File: config.mk
export PLATFORM = sky130hd
export DESIGN_NAME = uvsq_div_cell
export DESIGN_NICKNAME = d
export VERILOG_FILES = /design/src/uvsq_pkg.sv /design/src/uvsq_div_cell.sv
export SDC_FILE = /design/constraint.sdc
export NUM_CORES = 1
export LEC_CHECK = 0
export ABC_AREA = 1
export ABC_CLOCK_PERIOD_IN_PS = 1300
export BUFFER_PORTS_ARGS = -buffer_cell sky130_fd_sc_hd__buf_2
export CORE_UTILIZATION = 25
export DETAILED_ROUTE_END_ITERATION = 8
export HOLD_SLACK_MARGIN = 0.06
export PLACE_DENSITY_LB_ADDON = 0.08
export SLEW_MARGIN = 20
export SYNTH_ARGS = -nofsm -noshare
export SYNTH_HDL_FRONTEND = slang
export SYNTH_SLANG_ARGS = --single-unit
File: constraint.sdc
create_clock -name clk -period 1.3 [get_ports clk]
set_input_delay 0.195 -clock clk [delete_from_list [all_inputs] [get_ports clk]]
set_output_delay 0.195 -clock clk [all_outputs]
set_load 0.02 [all_outputs]
File: src/uvsq_pkg.sv
// shared types, constants and helpers for the uv sphere quad vertex generator
`timescale 1ns / 1ps
package uvsq_pkg;

    localparam int INDEX_BITS = 10;
    localparam int ANGLE_BITS = 16;

    localparam int RAD_W    = 16;
    localparam int COUNT_W  = 11;
    localparam int K_W      = INDEX_BITS + 1;
    localparam int CLAMP_W  = (INDEX_BITS > COUNT_W) ? INDEX_BITS : COUNT_W;
    localparam int POS_W    = 17;
    localparam int NORM_W   = 16;
    localparam int TEXU_W   = 19;
    localparam int TEXV_W   = 17;
    localparam int CORNER_W = 3;
    localparam int CFG_IDX_W  = 2;
    localparam int CFG_DATA_W = 16;

    localparam int Q_W      = 31;
    localparam int C1_W     = 31;
    localparam int U_PROD_W = K_W + RAD_W + C1_W;
    localparam int U_SUM_W  = U_PROD_W + 1;
    localparam int U_DIV_W  = U_SUM_W - 28;
    localparam int PH_DIV_W = K_W + ANGLE_BITS + 1;
    localparam int DIV_W    = (U_DIV_W > PH_DIV_W) ? U_DIV_W : PH_DIV_W;
    localparam int NLANE    = 4;
    localparam int SIN_LAT  = 8;

    localparam logic [Q_W-1:0] Q30_C1  = 31'd1686629713;
    localparam logic [Q_W-1:0] Q30_C3  = 31'd693598668;
    localparam logic [Q_W-1:0] Q30_C5  = 31'd85569306;
    localparam logic [Q_W-1:0] Q30_C7  = 31'd5026995;
    localparam logic [Q_W-1:0] Q30_C9  = 31'd172272;
    localparam logic [Q_W-1:0] Q30_ONE = 31'd1073741824;

    localparam logic [CORNER_W-1:0] CORNER_LAST = 3'd5;

    // lanes of the divider row
    localparam int LANE_TH = 0;
    localparam int LANE_PH = 1;
    localparam int LANE_V  = 2;
    localparam int LANE_U  = 3;

    typedef enum logic [CFG_IDX_W-1:0] {
        REG_RADIUS   = 2'd0,
        REG_RINGS    = 2'd1,
        REG_SEGMENTS = 2'd2
    } reg_index_t;

    typedef struct packed {
        logic                rvalid;
        logic [CORNER_W-1:0] corner;
        logic                last;
    } tag_t;

    typedef struct packed {
        logic [COUNT_W-1:0] rem;
        logic [DIV_W-1:0]   num;
    } div_lane_t;

    typedef div_lane_t [NLANE-1:0] div_row_t;

    function automatic logic corner_di(input logic [CORNER_W-1:0] c);
        logic r;
        case (c) inside
            3'd1, 3'd3, 3'd4: r = 1'b1;
            default:          r = 1'b0;
        endcase
        return r;
    endfunction

    function automatic logic corner_dj(input logic [CORNER_W-1:0] c);
        logic r;
        case (c) inside
            3'd2, 3'd4, 3'd5: r = 1'b1;
            default:          r = 1'b0;
        endcase
        return r;
    endfunction

    function automatic logic [Q_W-1:0] qmul(input logic [Q_W-1:0] a,
                                            input logic [Q_W-1:0] b);
        logic [2*Q_W-1:0] p;
        p = a * b;
        return p[Q_W+29:30];
    endfunction

    // round to nearest, halves away from zero
    function automatic logic signed [63:0] round_shift(input logic signed [63:0] v,
                                                       input logic [5:0] sh);
        logic        neg;
        logic [63:0] u;
        neg = v[63];
        u = neg ? (64'd0 - 64'(v)) : 64'(v);
        u = (u + (64'd1 << (sh - 6'd1))) >> sh;
        return neg ? $signed(64'd0 - u) : $signed(u);
    endfunction

endpackage

File: src/uvsq_div_cell.sv
// one restoring division step for all four lanes of the divider chain
`timescale 1ns / 1ps
module uvsq_div_cell (
    input  logic                          clk,
    input  logic                          rst_n,
    input  logic                          en,
    input  logic [uvsq_pkg::COUNT_W-1:0]  rings,
    input  logic [uvsq_pkg::COUNT_W-1:0]  segs,
    input  uvsq_pkg::tag_t                tag_in,
    input  uvsq_pkg::div_row_t            row_in,
    output uvsq_pkg::tag_t                tag_out,
    output uvsq_pkg::div_row_t            row_out
);
    import uvsq_pkg::*;

    tag_t     tag_reg;
    div_row_t row_reg;
    div_row_t row_next;

    always_comb
    begin
        logic [COUNT_W:0]   t;
        logic [COUNT_W-1:0] d;
        for (int l = 0; l < NLANE; l++)
        begin
            d = ((l == LANE_TH) || (l == LANE_V)) ? rings : segs;
            t = {row_in[l].rem, row_in[l].num[DIV_W-1]};
            if (t >= {1'b0, d})
            begin
                row_next[l].rem = COUNT_W'(t - {1'b0, d});
                row_next[l].num = {row_in[l].num[DIV_W-2:0], 1'b1};
            end
            else
            begin
                row_next[l].rem = t[COUNT_W-1:0];
                row_next[l].num = {row_in[l].num[DIV_W-2:0], 1'b0};
            end
        end
    end

    always_ff @(posedge clk or negedge rst_n)
    begin
        if (!rst_n)
            tag_reg <= '0;
        else if (en)
            tag_reg <= tag_in;
    end

    always_ff @(posedge clk)
    begin
        if (en)
            row_reg <= row_next;
    end

    assign tag_out = tag_reg;
    assign row_out = row_reg;
endmodule

### Word level (Yosys, flattened, before mapping)

Cells that the tools add are included.

* word-level logic and storage cells: 23
* output and inout bits: 173
* register bits after elaboration: 173
* bits of input ports: 198

* multiplexer cells: 4
* $lt $le $gt $ge: 4
* add/subtract/negate cells: 4

Operators by type and width (number)
* 2-to-1 mux 42 bit: 4
* greater-or-equal comparator 12 x 11 -> 1 bit: 4
* subtractor 11 bit: 4

### Longest topological paths before layout

* word-level depth: 2
* depth in mapped cells: 11
* depth with buffers taken out: 11

### Least setup slack after synthesis

Ideal clock, no wire load.

* kind: input-to-reg
* start point: input port row_in[156] (netlist bit)
* end point: register row_reg (netlist bit row_out[159]), data pin
* setup slack: -0.405 ns
* buffers on the path: 1
* data required time: 1.044 ns
* stages on the path: 10
* library setup time: 0.256 ns
* arrival: 1.449 ns
* cell sequence: inv_1 -> ha_1 -> fa_1 -> inv_1 -> nand3_1 -> nand3_2 -> nand2_4 -> nand4_4 -> buf_12 -> o21ai_1

RTL lines
* start, declared: RTL line uvsq_div_cell.sv:10 `input uvsq_pkg::div_row_t row_in,`
* end signal, assigned: RTL line uvsq_div_cell.sv:52 `row_reg <= row_next;`
* end, declared: RTL line uvsq_div_cell.sv:17 `div_row_t row_reg;`

==> metrics.txt <==
buffers added on ports=370; Setup crit end kind=flop; ys async rst share=a little under 3%; pwr/cell area=~1100 nW/um^2; Fillers=roughly 3300; Worst R2R End=tag_out[1]; Vias=8254; CTS max path bufs=2; 1st-pass router iterations=4; Hold Crit Class=input port to flop; Ports=371; Synth top cells by count=nand2_1, edfxtp_1, inv_1; drt drc=0; via count of the first global-routing pass=~8400; DR WL/cell=between 15 and 20 um; Site Rows=just under 70; sw frac=31.0%; grt ovf=0; max incr delay on CP=0.35 ns; Via density=about 4.2; Critical path origin=row_in[114]; cts bufs inserted=17; Synth area leader=edfxtp_1; Psw=5.41 mW; Syn Inst Count=around 800; global-route wire length before repair=47.9 mm; max cap viols=0; Synth Register Bits=between 150 and 200; Post-DRT Antenna Nets=0; Die H=between 150 and 200 um; GRT Resource Usage Total=between 15 and 20%; post-synthesis cell type count=33; reg2reg start=tag_out[1]; root buffer cell=clkbuf_16; register-to-register setup slack=around 0.56 ns; top-count cell post-synth=nand2_1; setup TNS=-0.772 ns; syn_area_per_cell=10.9 um^2; WP data required=1.49 ns; Internal=12.0 mW; register area share after synthesis=roughly 58%; Max IR drop VDD=1.05 mV; Hold Violations, Final=0; clk_skew=0 ns; Mapped Area=around 9000 um^2; CTS sink count=roughly 170; H-tree depth=4; failing checks=setup timing; Core ar.=around 35000 um^2; RSZ-0062 raised after global routing=true; hpwl dp=between 20 and 30 mm; R2R depth=1; final setup violation count=24; fmax=~710 MHz; crit-path max FO=7; critical path, cell by cell=buf_8, inv_12, ha_4, fa_2, inv_2, nand3_4, nand3_4, nand2_4, nand4_4, buf_6, buf_6, o21ai_4; Layout Utilization=between 40% and 50%; layout cells sized above 1=between 50% and 60%; Area Overhead vs Synth=79.3%; die width=191 um; largest cells by area after synthesis=edfxtp_1, nand2_1, ha_1; Pleak=around 7.3 nW; Critical-path top delay cell=fa_2; crit path kind=input port to flop; worst-skew pair later-pin latency=0.44 ns; CP Data Arrival Time=roughly 1.6 ns; Ys Warns=0; initial cell density of the core=between 20 and 30%; Yosys top cell area share=a little under three fifths; Post-synth EDFFs=between 150 and 200; largest net degree at the start of global routing=44; Seq pwr share=around two fifths; Worst slew margin=~79%; Tightest Pin Transition=approximately 0.32 ns; CTS tree=yes; CP Launch Type=input port; Comb pwr share=between 30% and 40%; Critical Path End=row_out[117]; CTS clk-pin slew, worst paths=approximately 0.08 ns; Die Footprint=around 37000 um^2; Syn Nets=1064; final wirelength=roughly 33 mm; # nets final=1751; fin crit period=1.40 ns; GP Congestion=between 0.8 and 0.9; status=complete, but fails checks; final worst path period share=108%; Final Max Tran Viols=0; initial drt markers=284; Top FF cell, synth=edfxtp_1; Final WS setup=-0.101 ns; Power, Total=roughly 17 mW; Clk pwr share=about 30%; antenna violations before repair=1
==> logic make-up after synthesis <==
logic type	share of synthesized area, %
compound gates	2.43
xor+xnor	1.17
fa+ha+maj	7.05
buf+inv	6.44
flops	57.8
mux	0.629
simple gates	24.5
==> worst max-delay path, delay by kind of cell <==
kind	cells	cell delay (ns)
AOI/OAI and AO/OA	1	0.05
adders and majority gates	2	0.50
buffers and inverters	5	0.44
and+or+nand+nor	4	0.38
==> per-stage QoR <==
step	area (um^2)	hold slack (ns)	instances	setup WS (ns)
floorplan	9630	-0.101	818	-0.311
global placement	13100	0.0169	1781	-0.633
detailed placement	13100	0.0184	1781	-0.655
CTS	15600	0.0687	1962	-0.0891
global route	16000	0.0827	1974	-0.160
finish	16000	0.0813	1974	-0.101
==> final cells by class <==
| class | instances | area (um^2) | area share (%) |
|---|---|---|---|
| flip-flops and latches | 173 | 5170 | 32.2 |
| repair buffers | 672 | 4830 | 30.1 |
| multi-input cells | 513 | 4310 | 26.8 |
| inverters | 128 | 582 | 3.63 |
| well taps | 455 | 569 | 3.55 |
| clock buffers | 18 | 429 | 2.67 |
| clock inverters | 14 | 160 | 0.998 |
| diodes | 1 | 2.50 | 0.0156 |
==> power groups by stage <==
| stage | Clock (mW) | Sequential (mW) | Combinational [mW] |
|---|---|---|---|
| 6_report | 5.29 | 6.90 | 5.23 |
| 5_1_grt | 5.68 | 6.95 | 5.67 |
| 4_1_cts | 5.48 | 6.90 | 5.04 |
| 3_5_place_dp | 0 | 7.02 | 4.40 |
| 3_3_place_gp | 0 | 7.01 | 4.40 |
| 2_1_floorplan | 0 | 7.74 | 1.69 |
==> sequential cells by signal, indices dropped and copies added, names as in the netlist <==
register and cells:
tag_out 5, row_out 168
==> placed cells by master, fill, tap and decap left out, types with 11 or more instances in the layout <==
cell type / Yosys / layout
nand3_4: 4 / 11
nand4_1: 36 / 36
buf_6: 0 / 41
nand3b_1: 16 / 16
nand2_1: 217 / 157
inv_2: 8 / 23
nand3_1: 28 / 21
nand3_2: 28 / 28
nand2_2: 19 / 58
nor2_1: 28 / 21
clkbuf_16: 0 / 18
nand2_4: 4 / 24
buf_4: 0 / 141
clkinvlp_4: 0 / 15
nor2_4: 8 / 15
inv_1: 120 / 87
o21ai_2: 6 / 11
dlygate4sd3_1: 0 / 127
ha_4: 0 / 40
buf_2: 1 / 347
edfxtp_1: 168 / 168
==> routing by layer <==
metal | global-route usage, % | part of all wire [%] | vias to the layer above
met4 | 5.68 | 2.0 | 0
met3 | 4.13 | 5.5 | 28
li1 | - | - | 4158
met2 | 31.7 | 51 | 223
met1 | 20.6 | 42 | 3845
met5 | 0 | 0 | -
==> what timing repair did <==
action                                  CTS  global route
resized for setup                        86           116
cloned                                    5             1
pin swaps                                47            78
hold buffers                            127             0
hold endpoints to repair                134             0
setup buffers                            20            12
endpoints found under the setup margin   49            47
==> worst min-delay path by stage <==
stage                      from            to  slack (ns)  cells past startpoint
floorplan                 rst_n    tag_out[0]       -0.10                      0
global placement          rst_n    tag_out[2]        0.02                      1
detailed placement        rst_n    tag_out[2]        0.02                      1
CTS                       rst_n    tag_out[1]        0.07                      2
global route        row_in[156]  row_out[157]        0.08                      3
finish              row_in[156]  row_out[157]        0.08                      3
(Power assumes the default switching activity.)
